`src/opvd_pkg.sv`:
```
`timescale 1ns / 1ps
// ----------------------------------------------------------------------------
// opvd_pkg - shared types and constants for the OBD-II PID value decoder
// Fixed-point format, divisor codes, queue entry layout and the constant
// reciprocals used by the divide-by-constant pipeline.
// ----------------------------------------------------------------------------
package opvd_pkg;

    localparam int FRACTION_BITS = 16;
    localparam int VALUE_WIDTH   = 46;
    localparam int MAG_W         = 32;
    localparam int FX_W          = MAG_W + FRACTION_BITS;
    localparam int QR_W          = 10;                       // remainder, largest divisor 1000
    localparam int M_SHIFT       = 20;                       // r * divisor < 2^20
    localparam int M_W           = FRACTION_BITS + M_SHIFT;
    localparam int QUEUE_DEPTH   = 2;

    localparam logic [7:0] PID_MAP_LOW  = 8'h00;
    localparam logic [7:0] PID_MAP_MID  = 8'h20;
    localparam logic [7:0] PID_MAP_HIGH = 8'h40;

    localparam logic [1:0] GRP_LOW  = 2'd0;
    localparam logic [1:0] GRP_MID  = 2'd1;
    localparam logic [1:0] GRP_HIGH = 2'd2;

    typedef enum logic [3:0] {
        DEN_1, DEN_2, DEN_4, DEN_32, DEN_128, DEN_32K,
        DEN_10, DEN_20, DEN_100, DEN_200, DEN_255, DEN_1000
    } t_den;

    typedef struct packed {
        logic             neg;
        logic [MAG_W-1:0] mag;
        t_den             den;
        logic             rec;
        logic             map;
        logic [1:0]       grp;
    } t_entry;

    // floor(2^32 / d): quotient estimate, at most one short
    localparam logic [31:0] Q_10   = 32'((64'd1 << 32) / 10);
    localparam logic [31:0] Q_20   = 32'((64'd1 << 32) / 20);
    localparam logic [31:0] Q_100  = 32'((64'd1 << 32) / 100);
    localparam logic [31:0] Q_200  = 32'((64'd1 << 32) / 200);
    localparam logic [31:0] Q_255  = 32'((64'd1 << 32) / 255);
    localparam logic [31:0] Q_1000 = 32'((64'd1 << 32) / 1000);

    // ceil(2^(F+M_SHIFT) / d): exact fraction bits for any remainder below d
    localparam logic [M_W-1:0] M_10   = M_W'(((64'd1 << M_W) + 64'd9) / 10);
    localparam logic [M_W-1:0] M_20   = M_W'(((64'd1 << M_W) + 64'd19) / 20);
    localparam logic [M_W-1:0] M_100  = M_W'(((64'd1 << M_W) + 64'd99) / 100);
    localparam logic [M_W-1:0] M_200  = M_W'(((64'd1 << M_W) + 64'd199) / 200);
    localparam logic [M_W-1:0] M_255  = M_W'(((64'd1 << M_W) + 64'd254) / 255);
    localparam logic [M_W-1:0] M_1000 = M_W'(((64'd1 << M_W) + 64'd999) / 1000);

    function automatic logic den_is_pow2(input t_den d);
        unique case (d)
            DEN_1, DEN_2, DEN_4, DEN_32, DEN_128, DEN_32K: den_is_pow2 = 1'b1;
            default:                                       den_is_pow2 = 1'b0;
        endcase
    endfunction

    function automatic int unsigned den_log2(input t_den d);
        unique case (d)
            DEN_2:   den_log2 = 1;
            DEN_4:   den_log2 = 2;
            DEN_32:  den_log2 = 5;
            DEN_128: den_log2 = 7;
            DEN_32K: den_log2 = 15;
            default: den_log2 = 0;
        endcase
    endfunction

    function automatic logic [QR_W-1:0] den_value(input t_den d);
        unique case (d)
            DEN_10:   den_value = QR_W'(10);
            DEN_20:   den_value = QR_W'(20);
            DEN_100:  den_value = QR_W'(100);
            DEN_200:  den_value = QR_W'(200);
            DEN_255:  den_value = QR_W'(255);
            DEN_1000: den_value = QR_W'(1000);
            default:  den_value = QR_W'(1);
        endcase
    endfunction

    function automatic logic [31:0] den_recip_q(input t_den d);
        unique case (d)
            DEN_10:   den_recip_q = Q_10;
            DEN_20:   den_recip_q = Q_20;
            DEN_100:  den_recip_q = Q_100;
            DEN_200:  den_recip_q = Q_200;
            DEN_255:  den_recip_q = Q_255;
            DEN_1000: den_recip_q = Q_1000;
            default:  den_recip_q = '0;
        endcase
    endfunction

    function automatic logic [M_W-1:0] den_recip_m(input t_den d);
        unique case (d)
            DEN_10:   den_recip_m = M_10;
            DEN_20:   den_recip_m = M_20;
            DEN_100:  den_recip_m = M_100;
            DEN_200:  den_recip_m = M_200;
            DEN_255:  den_recip_m = M_255;
            DEN_1000: den_recip_m = M_1000;
            default:  den_recip_m = '0;
        endcase
    endfunction

    function automatic logic [31:0] rev32(input logic [31:0] w);
        logic [31:0] r;
        for (int i = 0; i < 32; i++) begin
            r[i] = w[31-i];
        end
        return r;
    endfunction

endpackage

```
`src/opvd_if.sv`:
```
`timescale 1ns / 1ps
// ----------------------------------------------------------------------------
// opvd_if - valid/ready channels of the PID value decoder
// One interface for the response item, one for the decoded result.
// ----------------------------------------------------------------------------
interface opvd_in_if;
    logic       valid;
    logic       ready;
    logic [7:0] pid_code;
    logic [7:0] data_a;
    logic [7:0] data_b;
    logic [7:0] data_c;
    logic [7:0] data_d;

    modport source (output valid, pid_code, data_a, data_b, data_c, data_d, input ready);
    modport sink   (input valid, pid_code, data_a, data_b, data_c, data_d, output ready);
endinterface

interface opvd_out_if;
    import opvd_pkg::*;
    logic                          valid;
    logic                          ready;
    logic signed [VALUE_WIDTH-1:0] scaled_value;
    logic                          recognised;
    logic                          is_support_map;
    logic [1:0]                    map_group;

    modport source (output valid, scaled_value, recognised, is_support_map, map_group,
                    input ready);
    modport sink   (input valid, scaled_value, recognised, is_support_map, map_group,
                    output ready);
endinterface

```
`src/opvd_front.sv`:
```
`timescale 1ns / 1ps
// ----------------------------------------------------------------------------
// opvd_front - response classifier
// Maps the PID to its divisor and signed numerator, and captures the
// supported-PID bitmaps.
// ----------------------------------------------------------------------------
module opvd_front (
    input  logic             i_clk,
    input  logic             i_rst_n,
    opvd_in_if.sink          i_item,
    input  logic             i_full,
    output logic             o_push,
    output opvd_pkg::t_entry o_entry
);
    import opvd_pkg::*;

    logic [31:0]        r_map_low, r_map_mid, r_map_high;
    logic signed [33:0] num;
    logic signed [33:0] a34, ab34, abcd34;
    logic [31:0]        abcd;
    t_den               den;
    logic               rec, map;
    logic [1:0]         grp;

    assign i_item.ready = !i_full;
    assign o_push       = i_item.valid && !i_full;

    assign abcd   = {i_item.data_a, i_item.data_b, i_item.data_c, i_item.data_d};
    assign a34    = $signed({26'd0, i_item.data_a});
    assign ab34   = $signed({18'd0, i_item.data_a, i_item.data_b});
    assign abcd34 = $signed({2'd0, abcd});

    always_comb begin
        num = '0;
        den = DEN_1;
        rec = 1'b1;
        map = 1'b0;
        grp = GRP_LOW;
        unique case (i_item.pid_code)
            PID_MAP_LOW: begin
                map = 1'b1;
                grp = GRP_LOW;
            end
            PID_MAP_MID: begin
                map = 1'b1;
                grp = GRP_MID;
            end
            PID_MAP_HIGH: begin
                map = 1'b1;
                grp = GRP_HIGH;
            end
            8'h04, 8'h11, 8'h2C, 8'h2E, 8'h2F, 8'h45, 8'h47, 8'h48, 8'h49,
            8'h4A, 8'h4B, 8'h4C, 8'h52, 8'h5A, 8'h5B: begin
                num = a34 * 34'sd100;
                den = DEN_255;
            end
            8'h05, 8'h0F, 8'h46, 8'h5C, 8'h67, 8'h68: num = a34 - 34'sd40;
            8'h06, 8'h07, 8'h08, 8'h09, 8'h2D, 8'h55, 8'h56, 8'h57, 8'h58: begin
                num = a34 * 34'sd100 - 34'sd12800;
                den = DEN_128;
            end
            8'h0A: num = a34 * 34'sd3;
            8'h0B, 8'h0D, 8'h30, 8'h33, 8'h4F: num = a34;
            8'h0C, 8'h32: begin
                num = ab34;
                den = DEN_4;
            end
            8'h0E: begin
                num = a34 - 34'sd128;
                den = DEN_2;
            end
            8'h10: begin
                num = ab34;
                den = DEN_100;
            end
            8'h14, 8'h15, 8'h16, 8'h17, 8'h18, 8'h19, 8'h1A, 8'h1B: begin
                num = a34;
                den = DEN_200;
            end
            8'h1F, 8'h21, 8'h31, 8'h4D, 8'h4E, 8'h59, 8'h63: num = ab34;
            8'h22: begin
                num = ab34 * 34'sd79;
                den = DEN_1000;
            end
            8'h23: num = ab34 * 34'sd10;
            8'h24, 8'h25, 8'h26, 8'h27, 8'h28, 8'h29, 8'h2A, 8'h2B,
            8'h34, 8'h35, 8'h36, 8'h37, 8'h38, 8'h39, 8'h3A, 8'h3B, 8'h44: begin
                num = ab34;
                den = DEN_32K;
            end
            8'h3C, 8'h3D, 8'h3E, 8'h3F, 8'h7C: begin
                num = ab34 - 34'sd4000;
                den = DEN_100;
            end
            8'h42: begin
                num = ab34;
                den = DEN_1000;
            end
            8'h43: begin
                num = ab34 * 34'sd100;
                den = DEN_255;
            end
            8'h53: begin
                num = ab34;
                den = DEN_200;
            end
            8'h54: num = ab34 - 34'sd32767;
            8'h5D: begin
                num = a34 * 34'sd100 - 34'sd26880;
                den = DEN_128;
            end
            8'h5E: begin
                num = ab34;
                den = DEN_20;
            end
            8'h61, 8'h62, 8'h64: num = a34 - 34'sd125;
            8'h66: begin
                num = ab34;
                den = DEN_32;
            end
            8'hA6: begin
                num = abcd34;
                den = DEN_10;
            end
            default: rec = 1'b0;
        endcase
    end

    always_comb begin
        o_entry.neg = num[33];
        o_entry.mag = num[33] ? MAG_W'(-num) : MAG_W'(num);
        o_entry.den = den;
        o_entry.rec = rec;
        o_entry.map = map;
        o_entry.grp = grp;
    end

    always_ff @(posedge i_clk) begin
        if (!i_rst_n) begin
            r_map_low  <= '0;
            r_map_mid  <= '0;
            r_map_high <= '0;
        end else if (o_push && map) begin
            // first bit received lands in bit 0
            priority case (grp)
                GRP_LOW:  r_map_low  <= rev32(abcd);
                GRP_MID:  r_map_mid  <= rev32(abcd);
                default:  r_map_high <= rev32(abcd);
            endcase
        end
    end

`ifndef NO_ASSERTIONS
    a_map_low: assert property (@(posedge i_clk) disable iff (!i_rst_n)
        (o_push && i_item.pid_code == PID_MAP_LOW) |=> r_map_low == $past(rev32(abcd)))
        else $error("low support map not captured");
    a_map_keep: assert property (@(posedge i_clk) disable iff (!i_rst_n)
        !(o_push && map) |=> $stable(r_map_low) && $stable(r_map_mid) && $stable(r_map_high))
        else $error("support map changed without a map response");
`endif
endmodule

```
`src/opvd_queue.sv`:
```
`timescale 1ns / 1ps
// ----------------------------------------------------------------------------
// opvd_queue - short entry queue between classifier and scaler
// Lets the front take responses while the back end is stalled.
// ----------------------------------------------------------------------------
module opvd_queue (
    input  logic             i_clk,
    input  logic             i_rst_n,
    input  logic             i_push,
    input  opvd_pkg::t_entry i_data,
    output logic             o_full,
    input  logic             i_pop,
    output logic             o_empty,
    output opvd_pkg::t_entry o_data
);
    import opvd_pkg::*;

    localparam int PTR_W = $clog2(QUEUE_DEPTH);
    localparam int CNT_W = $clog2(QUEUE_DEPTH + 1);

    t_entry           r_mem [QUEUE_DEPTH];
    logic [PTR_W-1:0] r_wr_ptr, r_rd_ptr;
    logic [CNT_W-1:0] r_count;

    assign o_full  = r_count == CNT_W'(QUEUE_DEPTH);
    assign o_empty = r_count == '0;
    assign o_data  = r_mem[r_rd_ptr];

    function automatic logic [PTR_W-1:0] ptr_next(input logic [PTR_W-1:0] p);
        return (p == PTR_W'(QUEUE_DEPTH - 1)) ? '0 : p + PTR_W'(1);
    endfunction

    always_ff @(posedge i_clk) begin
        if (!i_rst_n) begin
            r_wr_ptr <= '0;
            r_rd_ptr <= '0;
            r_count  <= '0;
        end else begin
            if (i_push) r_wr_ptr <= ptr_next(r_wr_ptr);
            if (i_pop)  r_rd_ptr <= ptr_next(r_rd_ptr);
            if (i_push && !i_pop)      r_count <= r_count + CNT_W'(1);
            else if (i_pop && !i_push) r_count <= r_count - CNT_W'(1);
        end
    end

    always_ff @(posedge i_clk) begin
        if (i_push) r_mem[r_wr_ptr] <= i_data;
    end

`ifndef NO_ASSERTIONS
    a_no_overrun: assert property (@(posedge i_clk) disable iff (!i_rst_n)
        !(i_push && o_full) && !(i_pop && o_empty))
        else $error("queue pushed when full or popped when empty");
`endif
endmodule

```
`src/opvd_back.sv`:
```
`timescale 1ns / 1ps
// ----------------------------------------------------------------------------
// opvd_back - fixed-point scaler
// Five-stage pipeline: reciprocal quotient, remainder, correction, fraction
// bits, sign and output register. Power-of-two divisors take a plain shift.
// ----------------------------------------------------------------------------
module opvd_back (
    input  logic             i_clk,
    input  logic             i_rst_n,
    input  logic             i_empty,
    input  opvd_pkg::t_entry i_entry,
    output logic             o_pop,
    opvd_out_if.source       o_result
);
    import opvd_pkg::*;

    logic advance;

    logic                   r1_valid, r2_valid, r3_valid, r4_valid, r5_valid;
    t_entry                 r1_e, r2_e, r3_e, r4_e;
    logic [31:0]            r1_q0, r2_q0, r3_q;
    logic [QR_W:0]          r2_r0;
    logic [QR_W-1:0]        r3_r;
    logic [FX_W-1:0]        r4_int;
    logic [FRACTION_BITS-1:0] r4_frac;
    logic signed [VALUE_WIDTH-1:0] r5_value;
    logic                   r5_rec, r5_map;
    logic [1:0]             r5_grp;

    logic [63:0]            n1_prod;
    logic [31+QR_W:0]       n2_prod;
    logic [MAG_W:0]         n2_diff;
    logic [QR_W-1:0]        n3_den;
    logic [QR_W+M_W-1:0]    n4_prod;
    logic [FX_W-1:0]        n5_sum;

    // hold every stage while the result waits
    assign advance = !(r5_valid && !o_result.ready);
    assign o_pop   = advance && !i_empty;

    assign n1_prod = 64'(i_entry.mag) * 64'(den_recip_q(i_entry.den));
    assign n2_prod = (32 + QR_W)'(r1_q0) * (32 + QR_W)'(den_value(r1_e.den));
    assign n2_diff = {1'b0, r1_e.mag} - {1'b0, n2_prod[MAG_W-1:0]};
    assign n3_den  = den_value(r2_e.den);
    assign n4_prod = (QR_W + M_W)'(r3_r) * (QR_W + M_W)'(den_recip_m(r3_e.den));
    assign n5_sum  = r4_int + FX_W'(r4_frac);

    always_ff @(posedge i_clk) begin
        if (!i_rst_n) begin
            r1_valid <= 1'b0;
            r2_valid <= 1'b0;
            r3_valid <= 1'b0;
            r4_valid <= 1'b0;
            r5_valid <= 1'b0;
        end else if (advance) begin
            r1_valid <= !i_empty;
            r2_valid <= r1_valid;
            r3_valid <= r2_valid;
            r4_valid <= r3_valid;
            r5_valid <= r4_valid;
        end
    end

    always_ff @(posedge i_clk) begin
        if (advance) begin
            r1_e  <= i_entry;
            r1_q0 <= n1_prod[63:32];

            r2_e  <= r1_e;
            r2_q0 <= r1_q0;
            r2_r0 <= n2_diff[QR_W:0];

            // estimate can be one short
            r3_e <= r2_e;
            if (r2_r0 >= (QR_W + 1)'(n3_den)) begin
                r3_q <= r2_q0 + 32'd1;
                r3_r <= QR_W'(r2_r0 - (QR_W + 1)'(n3_den));
            end else begin
                r3_q <= r2_q0;
                r3_r <= r2_r0[QR_W-1:0];
            end

            r4_e <= r3_e;
            if (den_is_pow2(r3_e.den)) begin
                r4_int  <= FX_W'(r3_e.mag) << (FRACTION_BITS - den_log2(r3_e.den));
                r4_frac <= '0;
            end else begin
                r4_int  <= {r3_q, {FRACTION_BITS{1'b0}}};
                r4_frac <= n4_prod[M_SHIFT +: FRACTION_BITS];
            end

            r5_value <= r4_e.neg ? $signed(VALUE_WIDTH'(-n5_sum)) : $signed(VALUE_WIDTH'(n5_sum));
            r5_rec   <= r4_e.rec;
            r5_map   <= r4_e.map;
            r5_grp   <= r4_e.grp;
        end
    end

    assign o_result.valid          = r5_valid;
    assign o_result.scaled_value   = r5_value;
    assign o_result.recognised     = r5_rec;
    assign o_result.is_support_map = r5_map;
    assign o_result.map_group      = r5_grp;

`ifndef NO_ASSERTIONS
    a_map_zero: assert property (@(posedge i_clk) disable iff (!i_rst_n)
        (r5_valid && r5_map) |-> (r5_value == '0 && r5_rec))
        else $error("support map result carries a value");
`endif
endmodule

```
`src/obd_pid_value_decoder_core.sv`:
```
`timescale 1ns / 1ps
// ----------------------------------------------------------------------------
// obd_pid_value_decoder_core - OBD-II mode 01 PID value decoder
// Decodes one response per cycle, while the result is accepted, into a signed fixed-point physical value.
// ----------------------------------------------------------------------------
//  channel    dir  handshake     payload
//  i_item     in   valid/ready   pid_code, data_a..data_d
//  o_result   out  valid/ready   scaled_value, recognised, is_support_map,
//                                map_group
//
//  One response per cycle sustained while o_result is ready; each response
//  passes through the queue and the scaler pipeline (quotient, remainder,
//  correction, fraction, sign) before its result is valid.
//  Synchronous active-low reset clears the pipeline, the queue and the
//  three support maps.
//  A stalled result holds the scaler; the two-entry queue keeps the input
//  side open until it fills.
// ----------------------------------------------------------------------------
module obd_pid_value_decoder_core (
    input  logic       i_clk,
    input  logic       i_rst_n,
    opvd_in_if.sink    i_item,
    opvd_out_if.source o_result
);
    import opvd_pkg::*;

    t_entry push_entry, head_entry;
    logic   push, full, pop, empty;

    opvd_front u_front (
        .i_clk   (i_clk),
        .i_rst_n (i_rst_n),
        .i_item  (i_item),
        .i_full  (full),
        .o_push  (push),
        .o_entry (push_entry)
    );

    opvd_queue u_queue (
        .i_clk   (i_clk),
        .i_rst_n (i_rst_n),
        .i_push  (push),
        .i_data  (push_entry),
        .o_full  (full),
        .i_pop   (pop),
        .o_empty (empty),
        .o_data  (head_entry)
    );

    opvd_back u_back (
        .i_clk    (i_clk),
        .i_rst_n  (i_rst_n),
        .i_empty  (empty),
        .i_entry  (head_entry),
        .o_pop    (pop),
        .o_result (o_result)
    );
endmodule
```
`src/flat_wrapper.sv`:
```
// flat-port wrapper written by rule: the top's interface ports become plain ports
module obd_pid_value_decoder_core_flat import opvd_pkg::*;
  (i_clk, i_rst_n, i_item_valid, i_item_pid_code, i_item_data_a, i_item_data_b, i_item_data_c, i_item_data_d, i_item_ready, o_result_valid, o_result_scaled_value, o_result_recognised, o_result_is_support_map, o_result_map_group, o_result_ready);
  opvd_in_if i_item_i ();
  opvd_out_if o_result_i ();
  input  logic i_clk;
  input  logic i_rst_n;
  input wire logic [$bits(i_item_i.valid)-1:0] i_item_valid;
  input wire logic [$bits(i_item_i.pid_code)-1:0] i_item_pid_code;
  input wire logic [$bits(i_item_i.data_a)-1:0] i_item_data_a;
  input wire logic [$bits(i_item_i.data_b)-1:0] i_item_data_b;
  input wire logic [$bits(i_item_i.data_c)-1:0] i_item_data_c;
  input wire logic [$bits(i_item_i.data_d)-1:0] i_item_data_d;
  output wire logic [$bits(i_item_i.ready)-1:0] i_item_ready;
  output wire logic [$bits(o_result_i.valid)-1:0] o_result_valid;
  output wire logic [$bits(o_result_i.scaled_value)-1:0] o_result_scaled_value;
  output wire logic [$bits(o_result_i.recognised)-1:0] o_result_recognised;
  output wire logic [$bits(o_result_i.is_support_map)-1:0] o_result_is_support_map;
  output wire logic [$bits(o_result_i.map_group)-1:0] o_result_map_group;
  input wire logic [$bits(o_result_i.ready)-1:0] o_result_ready;
  assign i_item_i.valid = i_item_valid;
  assign i_item_i.pid_code = i_item_pid_code;
  assign i_item_i.data_a = i_item_data_a;
  assign i_item_i.data_b = i_item_data_b;
  assign i_item_i.data_c = i_item_data_c;
  assign i_item_i.data_d = i_item_data_d;
  assign i_item_ready = i_item_i.ready;
  assign o_result_valid = o_result_i.valid;
  assign o_result_scaled_value = o_result_i.scaled_value;
  assign o_result_recognised = o_result_i.recognised;
  assign o_result_is_support_map = o_result_i.is_support_map;
  assign o_result_map_group = o_result_i.map_group;
  assign o_result_i.ready = o_result_ready;
  obd_pid_value_decoder_core u_core (.i_clk(i_clk), .i_rst_n(i_rst_n), .i_item(i_item_i), .o_result(o_result_i));
endmodule
```
`config.mk`:
```
export PLATFORM = sky130hd
export DESIGN_NAME = obd_pid_value_decoder_core_flat
export DESIGN_NICKNAME = d
export VERILOG_FILES = /design/src/opvd_pkg.sv /design/src/opvd_if.sv /design/src/opvd_front.sv /design/src/opvd_queue.sv /design/src/opvd_back.sv /design/src/obd_pid_value_decoder_core.sv /design/src/flat_wrapper.sv
export SDC_FILE = /design/constraint.sdc
export NUM_CORES = 2
export LEC_CHECK = 0
export BUFFER_PORTS_ARGS = -buffer_cell sky130_fd_sc_hd__buf_2
export CORE_MARGIN = 3
export CORE_UTILIZATION = 35
export DETAILED_ROUTE_END_ITERATION = 10
export GPL_TIMING_DRIVEN = 0
export MAX_ROUTING_LAYER = met4
export PLACE_DENSITY_LB_ADDON = 0.25
export SLEW_MARGIN = 25
export SYNTH_ARGS = -nofsm -noshare
export SYNTH_HDL_FRONTEND = slang
export SYNTH_SLANG_ARGS = --single-unit
```
`constraint.sdc`:
```
create_clock -name i_clk -period 26.9 [get_ports i_clk]
set_clock_uncertainty 0.1 [all_clocks]
set_input_delay 2.69 -clock i_clk [delete_from_list [all_inputs] [get_ports i_clk]]
set_output_delay 2.69 -clock i_clk [all_outputs]
set_load 0.02 [all_outputs]
```
Word-level counts from Yosys, hierarchy flattened
Memory sizes are Yosys's and may differ from the RTL's. A register that Yosys moved wholly into a read port is not among the register bits.
Index checks and enable logic that the tools add are counted.
- bits in registers: 362
- latch bits: 0
- bits in writable memories: 82
- bits in read-only memories: 0
- input bits: 44
- output and inout bits: 52
- word-level logic and storage cells: 252
- memories kept: 1
- memory list (name ; depth ; width ; rd ports ; clocked after memory_dff ; wr ports ; RTL line ; text):
    u_core.u_queue.r_mem ; 2 ; 41 ; 1 ; 1 ; 1 ; opvd_queue.sv:21 ; t_entry r_mem [QUEUE_DEPTH];
- $add $sub $neg: 18
- multiply operators: 8
- div/mod/pow operators: 0
- $lt $le $gt $ge: 1
- eq/ne operators: 122
- shift-type cells: 1
- muxes and demuxes: 27
- bitwise gates (word level): 0
- reductions and logical operators: 32
- operator list (operator ; number):
    case mux 34 bit (15 select lines) ; 1
    == test 8 x 7 -> 1 bit, second input constant ; 36
    == test 8 x 6 -> 1 bit, second input constant ; 32
    case mux 33 bit (6 select lines) ; 1
    case mux 29 bit (6 select lines) ; 1
    case mux 10 bit (6 select lines) ; 2
    2-to-1 mux 32 bit ; 3
    OR reduction 93 bit ; 1
    2-to-1 mux 46 bit ; 2
    == test 8 x 5 -> 1 bit, second input constant ; 11
    == test 4 bit, second input constant ; 16
    == test 8 x 4 -> 1 bit, second input constant ; 8
    multiplier 32 x 32 -> 64 bit ; 1
    adder 46 x 16 -> 46 bit ; 1
    negation 46 bit ; 1
    left shift 32 x 32 -> 46 bit ; 1
    case mux 4 bit (11 select lines) ; 1
    == test 4 x 3 -> 1 bit, second input constant ; 10
    multiplier 10 x 36 -> 36 bit ; 1
    subtractor 34 x 15 -> 34 bit, second input constant ; 1
    == test 8 x 3 -> 1 bit, second input constant ; 4
    multiplier 32 x 10 -> 11 bit ; 1
    negation 32 bit ; 1
    subtractor 5 x 32 -> 32 bit, first input constant ; 1
    other kinds (45) ; 71

Depth between registers and ports, before layout
- word-level depth: 9
- mapped depth: 37
- depth with buffers taken out: 34

By module
A second synthesis with hierarchy kept.
- cell total of the unflattened synthesis: 6725
- area total of the unflattened synthesis: 66140.9 um^2
- by module, submodules not included (module ; instances ; cells an instance ; area each (um^2) ; seq. area each (um^2)):
    opvd_back ; 1 ; 5384 ; 54046.8 ; 10640.2
    opvd_front ; 1 ; 1191 ; 8926.1 ; 0.0
    opvd_queue ; 1 ; 150 ; 3168.0 ; 2562.5

Worst setup path after synthesis
Ideal clock, no wire load.
- path kind: input-to-reg
- start: in o_result_ready
- end: reg u_core.u_queue.r_count[1]
- setup time: 0.076 ns
- data arrival time: 12.431 ns
- data required time: 26.724 ns
- slack: 14.294 ns
- stages: 7
- buffers on the path: 0
- cell sequence: nor2b_1 > inv_1 > o21ai_0 > ha_1 > xor2_1 > or3_1 > a21boi_0
- longest elaborated chain between the ends: 7
- elaborated cells on any way between the ends: 9
- classes of those cells: mux: 1; reduce/logical: 8
- ends and longest elaborated chain (element ; RTL line ; text):
    from (decl) ; flat_wrapper.sv:20 ; input wire logic [$bits(o_result_i.ready)-1:0] o_result_ready;
    zero test 1 bit (*) ; opvd_back.sv:38 ; assign advance = !(r5_valid && !o_result.ready);
    logical AND 1 bit (*) ; opvd_back.sv:38 ;
    zero test 1 bit (*) ; opvd_back.sv:38 ;
    logical AND 1 bit (*) ; opvd_back.sv:39 ; assign o_pop = advance && !i_empty;
    zero test 1 bit ; opvd_queue.sv:41 ; if (i_push && !i_pop) r_count <= r_count + CNT_W'(1);
    logical AND 1 bit ; opvd_queue.sv:41 ;
    2-to-1 mux 2 bit / nonzero test 2 bit (equally long branches) ; n/a ;
    to (signal assigned) ; opvd_queue.sv:41 ;
    to (signal assigned) ; opvd_queue.sv:42 ; else if (i_pop && !i_push) r_count <= r_count - CNT_W'(1);
    to (decl) ; opvd_queue.sv:23 ; logic [CNT_W-1:0] r_count;
Every way passes the cells marked *; elsewhere a longest branch is shown, timed or not.
A chain may end at the register's enable or synchronous reset.

==> qor.yml <==
synth.area.top_cells: "fa_1 32%, edfxtp_1 20%, ha_1 11%, inv_1 8.2%, nand2_1 3.6%"
crit_path_end_kind: "flip-flop"
start_util: 0.353
tightest_slew_ns: 1.21
syn_avg_cell_area_sq_um: 9.67
yosys_register_bits: 443
syn_area_sq_mm: 0.0664
cts-root-buf: "clkbuf_16"
cts_made_buffers: 53
pin_count: 96
coreArea_sq_mm: 0.188
track_usage: 0.258
first_global_vias: 53100
cts_tree: "yes"
clk_path_buf_depth: 3
synth-edff-count: 433
clock_latency_ns: 0.68
dieArea_sq_mm: 0.195
postCtsSetupBuffers: 0
core.rowCount: 159
slowest_delay_ns: 0.95
place_hpwl_mm: 212
die_x_um: 442
final_cell_area_sq_mm: 0.0721
die_y_um: 442
fin_tns_setup_ns: 0
start_kind: "flip-flop"
period_minus_slack_ns: 13.53
synth-seq-area-share: 0.199
hold_path.class: "flip-flop to flip-flop"
yosysWarnings: 0
routabilityCongestion: 1.05
synth_top_area_frac: 0.324
grt_antenna_before_repair: 8
grt_overflow: 0
ys_types: 93
grt_setup_unrepaired: "false"
most-common-layout-cells: "1450 x inv_1, 1076 x fa_1, 635 x nand2_1"
timing.final.hold_violations: 0
utilization: 0.383
placed_cell_area_sq_mm: 0.0703
drtIter0Drc: 4338
portBuffers: 91
slew_headroom: 0.195
detail-route-antenna-nets: 0
syn2layout_area_growth_pct: 8.57
via_per_inst: 5.28
finalSetupViolations: 0
fmax_mhz: 73.9
synthFlopType: "edfxtp_1"
grt_max_degree: 106
clkSinkCount: 443
mostFrequentLayoutCell: "inv_1"
slew_violations: 0
grt_pass1_wl_mm: 361
cts_resized: 0
drtPass1Iterations: 6
worstSetupPathType: "flip-flop to flip-flop"
timing.final.crit_share: 0.503
drive_above_1_share: 0.0429
synth_fp_nets: 8560
critPathMaxFanout: 10
async_flop_share: 0
hold_buffers: 0
cp_common_cell: "fa_1"
cts.clk_slew.worst_paths_ns: 0.06
yosysTopAreaCell: "fa_1"
crit_arrival_ns: 13.80
synth_cells: 6870
routed_wl_mm: 247
htreeDepth: 2
critPathSlowestCell: "a2111oi_1"
crit_required_ns: 27.17
dr_total_vias: 50500
status: "finished clean"
drv_cap: 0
nNetsFinal: 8718
wire_per_inst_um: 25.8
drc_errors: 0
==> per-layer routing <==
metal  share of wire  up-vias  global-route usage
met5               0        -                   -
met4           0.057        0               0.117
met3           0.065      501              0.0329
met2            0.49     2056               0.437
met1            0.39    25500               0.308
li1                -    22400                   -
==> critical path, delay by kind of cell, from the launching register on <==
kind,cells,cell delay (ns)
adder cells (fa/ha/maj),9,4.48
AND/OR/NAND/NOR,7,2.08
buffers and inverters,11,2.87
flip-flops,1,0.30
AO/OA/AOI/OAI,9,3.29
XOR/XNOR,1,0.08
==> cell type report <==
class / count / area [sq um]
repair buffers: 103 / 637
flip-flops and latches: 443 / 13200
fillers: 19000 / 116000
plain buffers: 227 / 907
well taps: 2495 / 3120
clock buffers: 64 / 1390
inverters: 1471 / 5530
diodes: 6 / 15.0
multi-input cells: 4729 / 46900
clock inverters: 34 / 385
==> cells in the mapped netlist, drive strengths merged (44+ instances only) <==
cell type	n
inv	1453
fa	1076
nand2	636
ha	570
nor2	459
edfxtp	433
a21oi	241
xnor2	222
o21ai	188
clkbuf	182
mux2i	147
and2	106
nand3	105
nor3	89
xor2	87
a21o	85
and3	69
nor2b	67
buf	45
nand2b	44
==> metrics by stage <==
stage / hold slack (ns) / cells / setup WS (ns)
after floorplan: 0.300 / 6870 / 14.29
after global placement: 0.301 / 9456 / 10.56
after detailed placement: 0.305 / 9468 / 13.66
after CTS: 0.287 / 9566 / 13.59
after global routing: 0.288 / 9570 / 12.94
final: 0.301 / 9572 / 13.37
==> cells by family after synthesis <==
logic type | share of synthesized area
AND/OR/NAND/NOR | 0.121
buffers and inverters | 0.0967
adder cells (fa/ha/maj) | 0.432
AO/OA/AOI/OAI | 0.0865
flip-flops | 0.199
XOR/XNOR | 0.0407
multiplexers | 0.0245
other | 0.0000565
==> registers in the layout, summed over array words and instances, names as in the netlist, 16 cells and up, named ones only <==
name                                 flops
u_core.u_back.r4_frac                   16
u_core.u_back.o_result.scaled_value     46
u_core.u_back.r2_q0                     30
u_core.u_back.r1_q0                     30
u_core.u_back.r1_e                      41
u_core.u_queue.r_mem                    82
u_core.u_back.r3_e                      41
u_core.u_back.r2_e                      41
u_core.u_back.r4_int                    46
u_core.u_back.r3_q                      30
==> worst paths after layout <==
path,startpoint,to,slack (ns),depth (start not counted)
hold reg to reg,u_core.u_back.r1_e[29],u_core.u_back.r2_e[29],0.30,0
setup / recovery,flip-flop,u_core.u_back.r1_q0[6],13.37,37
setup reg to reg,flip-flop,u_core.u_back.r1_q0[6],13.37,37
hold / removal,u_core.u_back.r1_e[29],u_core.u_back.r2_e[29],0.30,0
Power is not shown: default switching activity piles up to over one toggle a cycle in this logic, so the estimate is an artifact.
